File: src/rtl/sid_pkg.sv
// ----------------------------------------------------------------------------
// sid_pkg
// Shared types and constants for the signed integer divider.
// ----------------------------------------------------------------------------
package sid_pkg;

    localparam int DEFAULT_WIDTH = 32;
    localparam int FIELD_W       = 32;

    typedef struct packed {
        logic load;
        logic step;
        logic fix;
    } t_dp_cmd;

    typedef struct packed {
        logic last;
    } t_dp_status;

endpackage

File: src/rtl/sid_ctrl.sv
// ----------------------------------------------------------------------------
// sid_ctrl
// Sequencer for the divider: load, one step per quotient bit, sign fix-up.
// ----------------------------------------------------------------------------
module sid_ctrl
    import sid_pkg::*;
(
    input  logic       i_clk,
    input  logic       i_rst_n,
    input  logic       i_start,
    input  t_dp_status i_status,
    output t_dp_cmd    o_cmd,
    output logic       o_busy,
    output logic       o_done
);

    typedef enum logic [1:0] {
        S_IDLE,
        S_DIVIDE,
        S_FIXUP
    } t_state;

    t_state r_state, n_state;
    logic   r_done, n_done;

    always_comb begin
        n_state = r_state;
        n_done  = 1'b0;
        o_cmd   = '0;
        case (r_state)
            S_IDLE: begin
                if (i_start) begin
                    o_cmd.load = 1'b1;
                    n_state    = S_DIVIDE;
                end
            end
            S_DIVIDE: begin
                o_cmd.step = 1'b1;
                if (i_status.last) begin
                    n_state = S_FIXUP;
                end
            end
            S_FIXUP: begin
                o_cmd.fix = 1'b1;
                n_done    = 1'b1;
                n_state   = S_IDLE;
            end
            default: begin
                n_state = S_IDLE;
            end
        endcase
    end

    always_ff @(posedge i_clk) begin
        if (!i_rst_n) begin
            r_state <= S_IDLE;
            r_done  <= 1'b0;
        end else begin
            r_state <= n_state;
            r_done  <= n_done;
        end
    end

    assign o_busy = (r_state != S_IDLE);
    assign o_done = r_done;

endmodule

File: src/rtl/sid_datapath.sv
// ----------------------------------------------------------------------------
// sid_datapath
// Magnitude capture, restoring shift-subtract divider and sign restore.
// ----------------------------------------------------------------------------
module sid_datapath
    import sid_pkg::*;
#(
    parameter int WIDTH = DEFAULT_WIDTH
) (
    input  logic                      i_clk,
    input  logic                      i_rst_n,
    input  t_dp_cmd                   i_cmd,
    input  logic signed [FIELD_W-1:0] i_dividend,
    input  logic signed [FIELD_W-1:0] i_divisor,
    output t_dp_status                o_status,
    output logic signed [FIELD_W-1:0] o_quotient,
    output logic signed [FIELD_W-1:0] o_remainder,
    output logic                      o_div_by_zero
);

    localparam int CW = $clog2(WIDTH);

    logic [63:0]      ext_a, ext_b, ext_q, ext_r;
    logic [WIDTH-1:0] a, b, mag_a, mag_b, q_fix, r_fix;
    logic [WIDTH:0]   rem_shift;
    logic [WIDTH+1:0] diff;

    logic [WIDTH-1:0] r_quo, r_rem, r_dvs;
    logic [CW-1:0]    r_count;
    logic             r_neg_q, r_neg_r, r_zero;
    logic [FIELD_W-1:0] r_quotient, r_remainder;
    logic             r_div_by_zero;

    assign ext_a = 64'(i_dividend);
    assign ext_b = 64'(i_divisor);
    assign a     = ext_a[WIDTH-1:0];
    assign b     = ext_b[WIDTH-1:0];
    assign mag_a = a[WIDTH-1] ? (~a + WIDTH'(1)) : a;
    assign mag_b = b[WIDTH-1] ? (~b + WIDTH'(1)) : b;

    assign rem_shift = {r_rem, r_quo[WIDTH-1]};
    assign diff      = {1'b0, rem_shift} - {2'b00, r_dvs};

    assign q_fix = r_zero ? '0 : (r_neg_q ? (~r_quo + WIDTH'(1)) : r_quo);
    assign r_fix = r_zero ? '0 : (r_neg_r ? (~r_rem + WIDTH'(1)) : r_rem);
    assign ext_q = 64'(signed'(q_fix));
    assign ext_r = 64'(signed'(r_fix));

    assign o_status.last = (r_count == '0);

    always_ff @(posedge i_clk) begin
        if (!i_rst_n) begin
            r_count <= '0;
        end else if (i_cmd.load) begin
            r_count <= CW'(WIDTH - 1);
        end else if (i_cmd.step) begin
            r_count <= r_count - CW'(1);
        end
    end

    always_ff @(posedge i_clk) begin
        if (i_cmd.load) begin
            r_quo   <= mag_a;
            r_rem   <= '0;
            r_dvs   <= mag_b;
            r_neg_q <= a[WIDTH-1] ^ b[WIDTH-1];
            r_neg_r <= a[WIDTH-1];
            r_zero  <= (b == '0);
        end else if (i_cmd.step) begin
            if (!diff[WIDTH+1]) begin
                r_rem <= diff[WIDTH-1:0];
            end else begin
                r_rem <= rem_shift[WIDTH-1:0];
            end
            r_quo <= {r_quo[WIDTH-2:0], ~diff[WIDTH+1]};
        end
        if (i_cmd.fix) begin
            r_quotient    <= ext_q[FIELD_W-1:0];
            r_remainder   <= ext_r[FIELD_W-1:0];
            r_div_by_zero <= r_zero;
        end
    end

    assign o_quotient    = r_quotient;
    assign o_remainder   = r_remainder;
    assign o_div_by_zero = r_div_by_zero;

endmodule

File: src/rtl/signed_integer_divider.sv
// ----------------------------------------------------------------------------
// signed_integer_divider
// Truncating signed division with remainder and divide-by-zero flag.
// ----------------------------------------------------------------------------
// An item is taken when start is high and busy is low. The result appears
// on o_quotient, o_remainder and o_div_by_zero after a load, one step per
// quotient bit in the shift-subtract loop and a sign fix-up, and is shown
// for one cycle with o_done high; the receiver cannot stall, so capture it
// then. busy drops in the cycle o_done is shown, so a new item may start
// from that cycle on, but not while the last one is still in work.
// The quotient truncates toward zero, the remainder takes the dividend's
// sign, a zero divisor gives zeros with the flag set, and the most negative
// dividend over minus one wraps to the most negative value.
// ----------------------------------------------------------------------------
module signed_integer_divider
    import sid_pkg::*;
#(
    parameter int WIDTH = DEFAULT_WIDTH
) (
    input  logic                      i_clk,
    input  logic                      i_rst_n,
    input  logic                      start,
    output logic                      busy,
    input  logic signed [FIELD_W-1:0] i_dividend,
    input  logic signed [FIELD_W-1:0] i_divisor,
    output logic                      o_done,
    output logic signed [FIELD_W-1:0] o_quotient,
    output logic signed [FIELD_W-1:0] o_remainder,
    output logic                      o_div_by_zero
);

    t_dp_cmd    cmd;
    t_dp_status status;

    sid_ctrl u_ctrl (
        .i_clk    (i_clk),
        .i_rst_n  (i_rst_n),
        .i_start  (start),
        .i_status (status),
        .o_cmd    (cmd),
        .o_busy   (busy),
        .o_done   (o_done)
    );

    sid_datapath #(
        .WIDTH (WIDTH)
    ) u_datapath (
        .i_clk         (i_clk),
        .i_rst_n       (i_rst_n),
        .i_cmd         (cmd),
        .i_dividend    (i_dividend),
        .i_divisor     (i_divisor),
        .o_status      (status),
        .o_quotient    (o_quotient),
        .o_remainder   (o_remainder),
        .o_div_by_zero (o_div_by_zero)
    );

    a_start_busy: assert property (@(posedge i_clk) disable iff (!i_rst_n)
        start && !busy |=> busy)
        else $error("accepted item did not raise busy");

    a_done_one_cycle: assert property (@(posedge i_clk) disable iff (!i_rst_n)
        o_done |=> !o_done)
        else $error("result strobe held longer than one cycle");

    a_done_after_busy: assert property (@(posedge i_clk) disable iff (!i_rst_n)
        o_done |-> !busy && $past(busy))
        else $error("result strobe without preceding work");

    a_zero_result: assert property (@(posedge i_clk) disable iff (!i_rst_n)
        o_done && o_div_by_zero |-> o_quotient == '0 && o_remainder == '0)
        else $error("divide by zero result not cleared");

endmodule
File: config.mk
export PLATFORM = sky130hd
export DESIGN_NAME = signed_integer_divider
export DESIGN_NICKNAME = d
export VERILOG_FILES = /design/src/rtl/sid_pkg.sv /design/src/rtl/sid_ctrl.sv /design/src/rtl/sid_datapath.sv /design/src/rtl/signed_integer_divider.sv
export SDC_FILE = /design/constraint.sdc
export NUM_CORES = 1
export LEC_CHECK = 0
export BUFFER_PORTS_ARGS = -buffer_cell sky130_fd_sc_hd__buf_2
export CORE_ASPECT_RATIO = 1.5
export CORE_MARGIN = 2
export CORE_UTILIZATION = 64
export CTS_CLUSTER_DIAMETER = 40
export DETAILED_ROUTE_END_ITERATION = 10
export PLACE_DENSITY = 0.87
export SYNTH_ARGS = -nofsm -noshare
export SYNTH_HDL_FRONTEND = slang
export SYNTH_HIERARCHICAL = 1
export SYNTH_SLANG_ARGS = --single-unit
File: constraint.sdc
create_clock -name i_clk -period 7.8 [get_ports i_clk]
set_input_delay 2.34 -clock i_clk [delete_from_list [all_inputs] [get_ports i_clk]]
set_output_delay 2.34 -clock i_clk [all_outputs]
set_load 0.005 [all_outputs]
# Word-level counts from Yosys, hierarchy flattened
# Cells that the tools add are included.
# W data, S select, Z words.
# totals
regBits,172
out_inout_bits,67
wordCells,51
# op_classes
add_sub_neg,6
n_eq_ne,4
mux,16
bitwise,6
reduce_logical,6
# ops
cell,n
$mux W32,6
$add A32 B1 Y32 const B,4
$not A32 Y32,4
$sub A33 B32 Y34,1
$logic_not A32 Y1,1
$mux W31,1
$mux W5,2
$logic_not A5 Y1,1
$sub A5 B1 Y5 const B,1
$mux W1,4
$mux W2,2
$ne A2 B2 Y1 const B,2
$pmux W2 S2,1
$reduce_bool A2 Y1,2
$eq A2 B1 Y1 const B,1
$eq A2 B2 Y1 const B,1
$logic_not A2 Y1,1
$reduce_and A2 Y1,1
$not A1 Y1,1
$xor A1 B1 Y1,1

# Logic depth before layout (Yosys ltp)
# Gate-level depths: netlist of run 1.
# logic_depth
depth_word,4
mapped_depth,13
ltp_nobuf,13

# Cells and area by module
# Netlist of run 1, hierarchy kept.
# modules_own_cells
module,n_inst,cells_per_inst,area_each_um2,seq_area_each_um2
sid_datapath,1,1103,10446.3,4704.5
sid_ctrl,1,17,146.4,60.1

# Least setup slack after synthesis of run 1
# No wires, ideal clock.
# synth_path
path_type,input-to-reg
from,in start
to,reg u_datapath.r_quo[0] (enable)
setup_time_ns,0.387
t_arrival_ns,4.458
required_time_ns,7.413
slack_ns,2.955
cell_stages,4
path_cell_list,inv_1 -> nor2_2 -> nor2_1 -> inv_1
# synth_rtl
element,line_no,text
from (decl),signed_integer_divider.sv:22,"input logic start,"
to (signal assigned),sid_datapath.sv:63,r_quo <= mag_a;
to (signal assigned),sid_datapath.sv:75,"r_quo <= {r_quo[WIDTH-2:0], ~diff[WIDTH+1]};"
to (decl),sid_datapath.sv:28,"logic [WIDTH-1:0] r_quo, r_rem, r_dvs;"

# Worst setup path after layout of run 1
# layout_path
from,in i_dividend[4]
to,reg u_datapath.r_quo[30] (data pin)
# layout_via
elab_chain_len,4
# layout_rtl
element,line_no,text
from (decl),signed_integer_divider.sv:24,"input logic signed [FIELD_W-1:0] i_dividend,"
$not A32 Y32,sid_datapath.sv:38,assign mag_a = a[WIDTH-1] ? (~a + WIDTH'(1)) : a;
$add A32 B1 Y32,sid_datapath.sv:38,
$mux W32,sid_datapath.sv:38,
$mux W32,sid_datapath.sv:62,if (i_cmd.load) begin
# Every way passes these cells.
# A chain may end at the register's enable or synchronous reset.

==> results.md, run 1 <==
* Run status: finished, final reports clean
* Antenna-violating nets left at 0
* Reg-to-Reg End: u_datapath/r_rem[28]$_SDFFE_PP0P_
* Worst Path Required at a little under 8 ns
* CTS HTree Levels at 4
* Total wire length at between 20000 and 25000 um
* FF+latch count, synth at 172
* GRT Util Overall at 0.284
* CP Class: primary input to register
* RSZ-0062 raised after global routing: false
* Max transition margin at 0.289
* Synth top area cells: edfxtp_1, xor2_1, dfxtp_1
* Pwr Density at 239 nW/um2
* Post-CTS resize count at 0
* Port bufs at 133
* Worst Max-Slew Pin Slew at 1.07 ns
* Pleak at 4.78 nW
* DRC errors left at 0
* Fin nets at 1329
* Clock Sink Count at 172
* Mapped Cells at roughly 1100
* Fin. Hold Viols at 0
* Vias per cell at 6.13
* R2R depth at 10
* Post-layout min period at slightly above 5 ns
* FP Rows at 57
* Largest net degree at the start of global routing at 67
* Average cell area after synthesis at ~9.5 um2
* Max_cap viols at 0
* Wirelength per Cell at 16.9 um
* Layout cell share with drive strength beyond 1 at 0.162
* Worst Hold End: u_ctrl/r_state[1]$_SDFFE_PN0P_
* Total CTS buffers at 17
* Worst min path class: register to register
* TritonCTS clock tree: yes
* CP endpoint kind: register
* Crit Reg-Reg Startpoint: u_datapath/r_rem[3]$_SDFFE_PP0P_
* Max clock buf depth at 2
* DR vias at 8844
* Slew Limit Fails at 0
* Final GP Congestion at 0.980
* Clk_skew at between 0.01 and 0.015 ns
* DIE AREA at around 18000 um2
* Worst-Skew Late Latency at 0.42 ns
* Final HPWL DP at approximately 18000 um
* First-pass GRT wire length at between 30000 and 40000 um
* Vias in the first global route at approximately 8500
* Yosys top cell by area: edfxtp_1
* Mapped cell area at 10600 um2
* Setup crit start kind: primary input
* Post-synth top cells: nor2_1, edfxtp_1, nand2_1
* Hold path depth at 2
* Setup TNS at 0 ns
* Async SR Flop Fraction at 0
* Area post-placement at 11400 um2
* Critical Path AT at 5.19 ns
* Synth warnings at 6
* Number of flops mapped to enable cells by yosys at roughly 130
* Placed Instances at approximately 1400
* Design area at 11900 um2
* Initial antenna violation count at 0
* Drt pass-1 iters at 5
* Top_reg_cell synth: edfxtp_1
* Post-synth top area share at 0.374
* Final Setup Violations at 0
* Root Driver: clkbuf_16
* Remaining Overflow, GRT at 0
* Peak VDD IR at roughly 0.14 mV
* Cell variety after synth at 69
* Reg clk slew, reported paths at 0.07 ns
* # hold bufs at CTS at 0
* Cell Count, Final, Fillers Out at 1442
* I/O pin cnt at 134
* Flop2flop setup slack at about 3.8 ns
* Post-CTS Setup Bufs at 0
* Starting Density at 0.654
* Most common cell in the netlist: nor2_1
* Final Cycle Share at 0.647
* HP Start: u_ctrl/r_state[0]$_SDFFE_PN0P_
* CP max FO at 4
* Fmax at about 200 MHz
* Die height at 162 um
* Post-synthesis sequential area ratio at 0.450
* DR iter-0 viols at a little under 700
* P&R area growth vs syn at 12.7%
* Syn_nets at 1226
* Antenna cells at 0
* Core Box Area at 16200 um2
* Die width at about 110 um
[how the worst max path moves through the flow]
stage / startpoint / end
2_1_floorplan: start / u_datapath/r_quo[0]$_DFFE_PP_
3_3_place_gp: i_divisor[5] / u_datapath/r_dvs[29]$_DFFE_PP_
3_5_place_dp: i_dividend[4] / u_datapath/r_quo[30]$_DFFE_PP_
4_1_cts: i_dividend[4] / u_datapath/r_quo[30]$_DFFE_PP_
5_1_grt: i_dividend[4] / u_datapath/r_quo[30]$_DFFE_PP_
6_report: i_dividend[4] / u_datapath/r_quo[30]$_DFFE_PP_
[metal layers]
layer | track usage | part of all wire | up-vias
met5 | 0 | 0 | -
met4 | 0.135 | 0.039 | 0
met3 | 0.0456 | 0.073 | 77
met2 | 0.505 | 0.52 | 429
met1 | 0.327 | 0.37 | 4106
li1 | - | - | 4232
[layout by cell type, fill, tap and decap left out, types with 9 or more instances in the layout]
master	n
xor2_1	93
clkbuf_16	17
o31ai_1	29
a21o_1	17
nor3_1	17
nand4_1	14
edfxtp_1	132
o21ai_0	58
a21oi_1	69
ha_1	38
buf_2	133
o21a_1	10
a311oi_1	20
nor2b_1	9
o41ai_1	13
or3_1	15
nand3_1	12
or4_1	12
xnor2_1	56
dfxtp_1	40
nor2_1	147
inv_1	52
nand2_1	117
[power breakdown]
group          switching, mW  internal (mW)  leakage [nW]
Sequential             0.124           1.11          1.57
Clock                  0.384          0.424         0.274
Combinational          0.488          0.327          2.94
[layout make-up]
cell class | instances | area [um2]
inverter | 53 | 199
tap | 206 | 258
clock inverter | 15 | 146
clock buffer | 17 | 425
timing repair buffer | 140 | 718
multi-input combinational | 839 | 5430
fill | 1109 | 4250
sequential | 172 | 4760
[state kept, by name, summed over array words and instances, names as in the netlist]
| name | count |
|---|---|
| u_ctrl/o_done | 1 |
| u_ctrl/r_state | 2 |
| u_datapath/o_div_by_zero | 1 |
| u_datapath/o_quotient | 32 |
| u_datapath/o_remainder | 32 |
| u_datapath/r_count | 5 |
| u_datapath/r_dvs | 32 |
| u_datapath/r_neg_q | 1 |
| u_datapath/r_neg_r | 1 |
| u_datapath/r_quo | 32 |
| u_datapath/r_rem | 32 |
| u_datapath/r_zero | 1 |
[cells by family after synthesis]
logic type	Yosys count	share of synthesized area
flip-flops	172	0.450
AO/OA/AOI/OAI	255	0.159
adder cells (fa/ha/maj)	39	0.0468
buffers and inverters	109	0.0395
AND/OR/NAND/NOR	388	0.174
XOR/XNOR	149	0.123
multiplexers	8	0.00780
[through the flow]
step | hold WS, ns | setup WS [ns] | util | total power [mW]
global placement | 0.503 | 2.74 | 0.702 | 2.01
global route | 0.555 | 2.62 | 0.738 | 3.02
finish | 0.531 | 2.75 | 0.738 | 2.86
detailed placement | 0.524 | 2.62 | 0.702 | 2.04
CTS | 0.534 | 2.88 | 0.738 | 2.86
floorplan | 0.424 | 2.96 | - | 1.83
[critical path, stage by stage]
cell and delay (ns):
buf_2 0.13, nor4_2 0.43, nand3_1 0.25, or3_1 0.47, or3_1 0.40, nor2b_1 0.17, nand2_1 0.15, o41ai_1 0.56
xor2_1 0.20, a21oi_1 0.10
Power figures use the tool's default switching activity.
==> run 2, diff against run 1 <==
--- a/config.mk
+++ b/config.mk
@@ -8,10 +8,10 @@
 export BUFFER_PORTS_ARGS = -buffer_cell sky130_fd_sc_hd__buf_2
 export CORE_ASPECT_RATIO = 1.5
 export CORE_MARGIN = 2
-export CORE_UTILIZATION = 64
+export CORE_UTILIZATION = 53
 export CTS_CLUSTER_DIAMETER = 40
 export DETAILED_ROUTE_END_ITERATION = 10
-export PLACE_DENSITY = 0.87
+export PLACE_DENSITY = 0.77
 export SYNTH_ARGS = -nofsm -noshare
 export SYNTH_HDL_FRONTEND = slang
 export SYNTH_HIERARCHICAL = 1
==> constraint.sdc (replaced) <==
create_clock -name i_clk -period 4.2 [get_ports i_clk]
set_input_delay 1.26 -clock i_clk [delete_from_list [all_inputs] [get_ports i_clk]]
set_output_delay 1.26 -clock i_clk [all_outputs]
set_load 0.005 [all_outputs]
==> results.md, run 2 (same netlist as run 1, synthesis figures left out) <==
* Antenna-violating nets left at 0 (unchanged)
* Comb power frac at 0.285 (about the same)
* Largest net degree at the start of global routing at 117 (+75%)
* CP endpoint kind: register
* DRC errors left at 0 (unchanged)
* Switching share of total power at 0.326 (-0.0229)
* Run status: finished, final reports clean
* Clk_skew at 0.0121 ns (-0.000988 ns)
* Worst setup margin at 0.577 ns (-2.17 ns)
* Worst Max-Slew Pin Slew at 0.916 ns (-0.151 ns)
* Post-CTS resize count at 0 (unchanged)
* Peak VDD IR at 0.284 mV (+100%)
* Worst Path Required at 4.35 ns (-3.59 ns)
* GRT Util Overall at 0.218 (-0.0662)
* Core Box Area at 19700 um2 (+22%)
* Clock Sink Count at 172 (unchanged)
* Fmax at around 280 MHz
* Final Cycle Share at 0.863
* DR iter-0 viols at 777 (+12%)
* Antenna cells at 0 (unchanged)
* Pleak at 4.80 nW (+0.48%)
* Power Total at 5.28 mW (+85%)
* Layout cell share with drive strength beyond 1 at 0.163 (+0.000960)
* # hold bufs at CTS at 0 (unchanged)
* Reg clk slew, reported paths at 0.06 ns (about the same)
* Root Driver: clkbuf_16
* Drt pass-1 iters at 5 (unchanged)
* P_int at 3.56 mW (+91%)
* Switching power at 1.72 mW (+72%)
* CP max FO at 4 (unchanged)
* Area post-placement at 11500 um2 (+1.1%)
* Max_cap viols at 0 (unchanged)
* Fin nets at 1335 (+0.45%)
* Die height at 177 um (+9.6%)
* Remaining Overflow, GRT at 0 (unchanged)
* Final HPWL DP at 17200 um (-2.9%)
* Post-CTS Setup Bufs at 0 (unchanged)
* Starting Density at 0.538 (-0.117)
* Max transition margin at 0.388 (+0.0994)
* First-pass GRT wire length at 37000 um (-7.3%)
* Critical Path AT at 3.77 ns (-1.42 ns)
* Wirelength per Cell at 15.2 um (-10%)
* Worst-Skew Late Latency at 0.42 ns (about the same)
* Final Setup Violations at 0 (unchanged)
* Fin Hold WS at 0.510 ns (-0.0209 ns)
* Initial antenna violation count at 0 (unchanged)
* Slew Limit Fails at 0 (unchanged)
* DR vias at 8426 (-4.7%)
* Fin. Hold Viols at 0 (unchanged)
* DIE AREA at 21200 um2 (+20%)
* Worst min path class: register to register
* Pre-CTS setup slack at 0.147 ns (-2.47 ns)
* Design area at 12100 um2 (+0.92%)
* Total wire length at 22800 um (-6.6%)
* P&R area growth vs syn at 13.8%
* Setup crit start kind: primary input
* Total CTS buffers at 17 (unchanged)
* Clk network pwr share at 0.282 (about the same)
* Post-layout min period at approximately 3.6 ns
* Die width at 119 um (+9.5%)
* Commonest non-fill, non-tap cell in the layout: nor2_1
* FP Rows at 63 (+11%)
* TritonCTS clock tree: yes
* Final GP Congestion at 0.887 (-9.5%)
* CP Class: primary input to register
* I/O pin cnt at 134 (unchanged)
* Part of the power in registers at 0.433 (about the same)
* Vias in the first global route at 7770 (-8.9%)
* Most frequent cells in the layout: nor2_1, buf_2, edfxtp_1
* Pwr Density at 438 nW/um2 (+83%)
* Setup TNS at 0 ns (unchanged)
* Port bufs at 133 (unchanged)
* Vias per cell at 5.61 (-8.5%)
* Max clock buf depth at 2 (unchanged)
* RSZ-0062 raised after global routing: false
* CTS HTree Levels at 4 (unchanged)
run 2: cell count changes in the layout (fill, tap and decap cells not counted), sizes merged:
cell      previous run  this run
buf                140       146
bufinv               0         2
clkinv               5         6
clkinvlp             2         3
clkbuf              17        19
inv                 61        54
run 2: final timing paths:
kind / start / endpoint / slack (ns) / cells past startpoint
worst max-delay path: i_dividend[4] / u_datapath/r_quo[30]$_DFFE_PP_ / 0.58 / 10
worst min-delay path: u_datapath/r_rem[31]$_SDFFE_PP0P_ / u_datapath/r_rem[31]$_SDFFE_PP0P_ / 0.51 / 2
worst max register to register: u_datapath/r_quo[31]$_DFFE_PP_ / u_datapath/r_rem[30]$_SDFFE_PP0P_ / 0.81 / 13
worst min register to register: u_datapath/r_rem[31]$_SDFFE_PP0P_ / u_datapath/r_rem[31]$_SDFFE_PP0P_ / 0.51 / 2
run 2: layer usage:
metal | GRT usage | vias up | part of all wire | routed length (um)
met5 | 0 | - | 0 | 0
met4 | 0.0735 | 0 | 0.017 | 393
met3 | 0.0341 | 31 | 0.041 | 941
met2 | 0.402 | 229 | 0.54 | 12200
met1 | 0.256 | 3936 | 0.41 | 9230
li1 | - | 4230 | - | -
run 2: power by group through the flow:
stage / Sequential [mW] / Combinational [mW] / Clock [mW]
after floorplan: 2.24 / 1.17 / 0
after global placement: 2.31 / 1.46 / 0
after detailed placement: 2.32 / 1.49 / 0
after CTS: 2.28 / 1.50 / 1.51
after global routing: 2.31 / 1.70 / 1.58
final: 2.29 / 1.50 / 1.49
run 2: stage by stage:
stage / utilization / cells
after floorplan: - / 1120
after global placement: 0.583 / 1470
after detailed placement: 0.583 / 1470
after CTS: 0.612 / 1501
after global routing: 0.612 / 1501
final: 0.612 / 1501
run 2: worst max-delay path, cell delays in order:
cell,delay [ns]
buf_2,0.12
nor4_2,0.41
nand3_1,0.20
or3_1,0.46
or3_1,0.39
nor2b_1,0.16
nand2_1,0.13
o41ai_1,0.38
xor2_1,0.18
a21oi_1,0.08
run 2: layout make-up:
type / count / area (um2)
Clock buffer: 19 / 433
Clock inverter: 12 / 124
Fill cell: 1683 / 7650
Inverter: 53 / 199
Multi-Input combinational cell: 839 / 5430
Sequential cell: 172 / 4760
Tap cell: 260 / 325
Timing Repair Buffer: 146 / 776
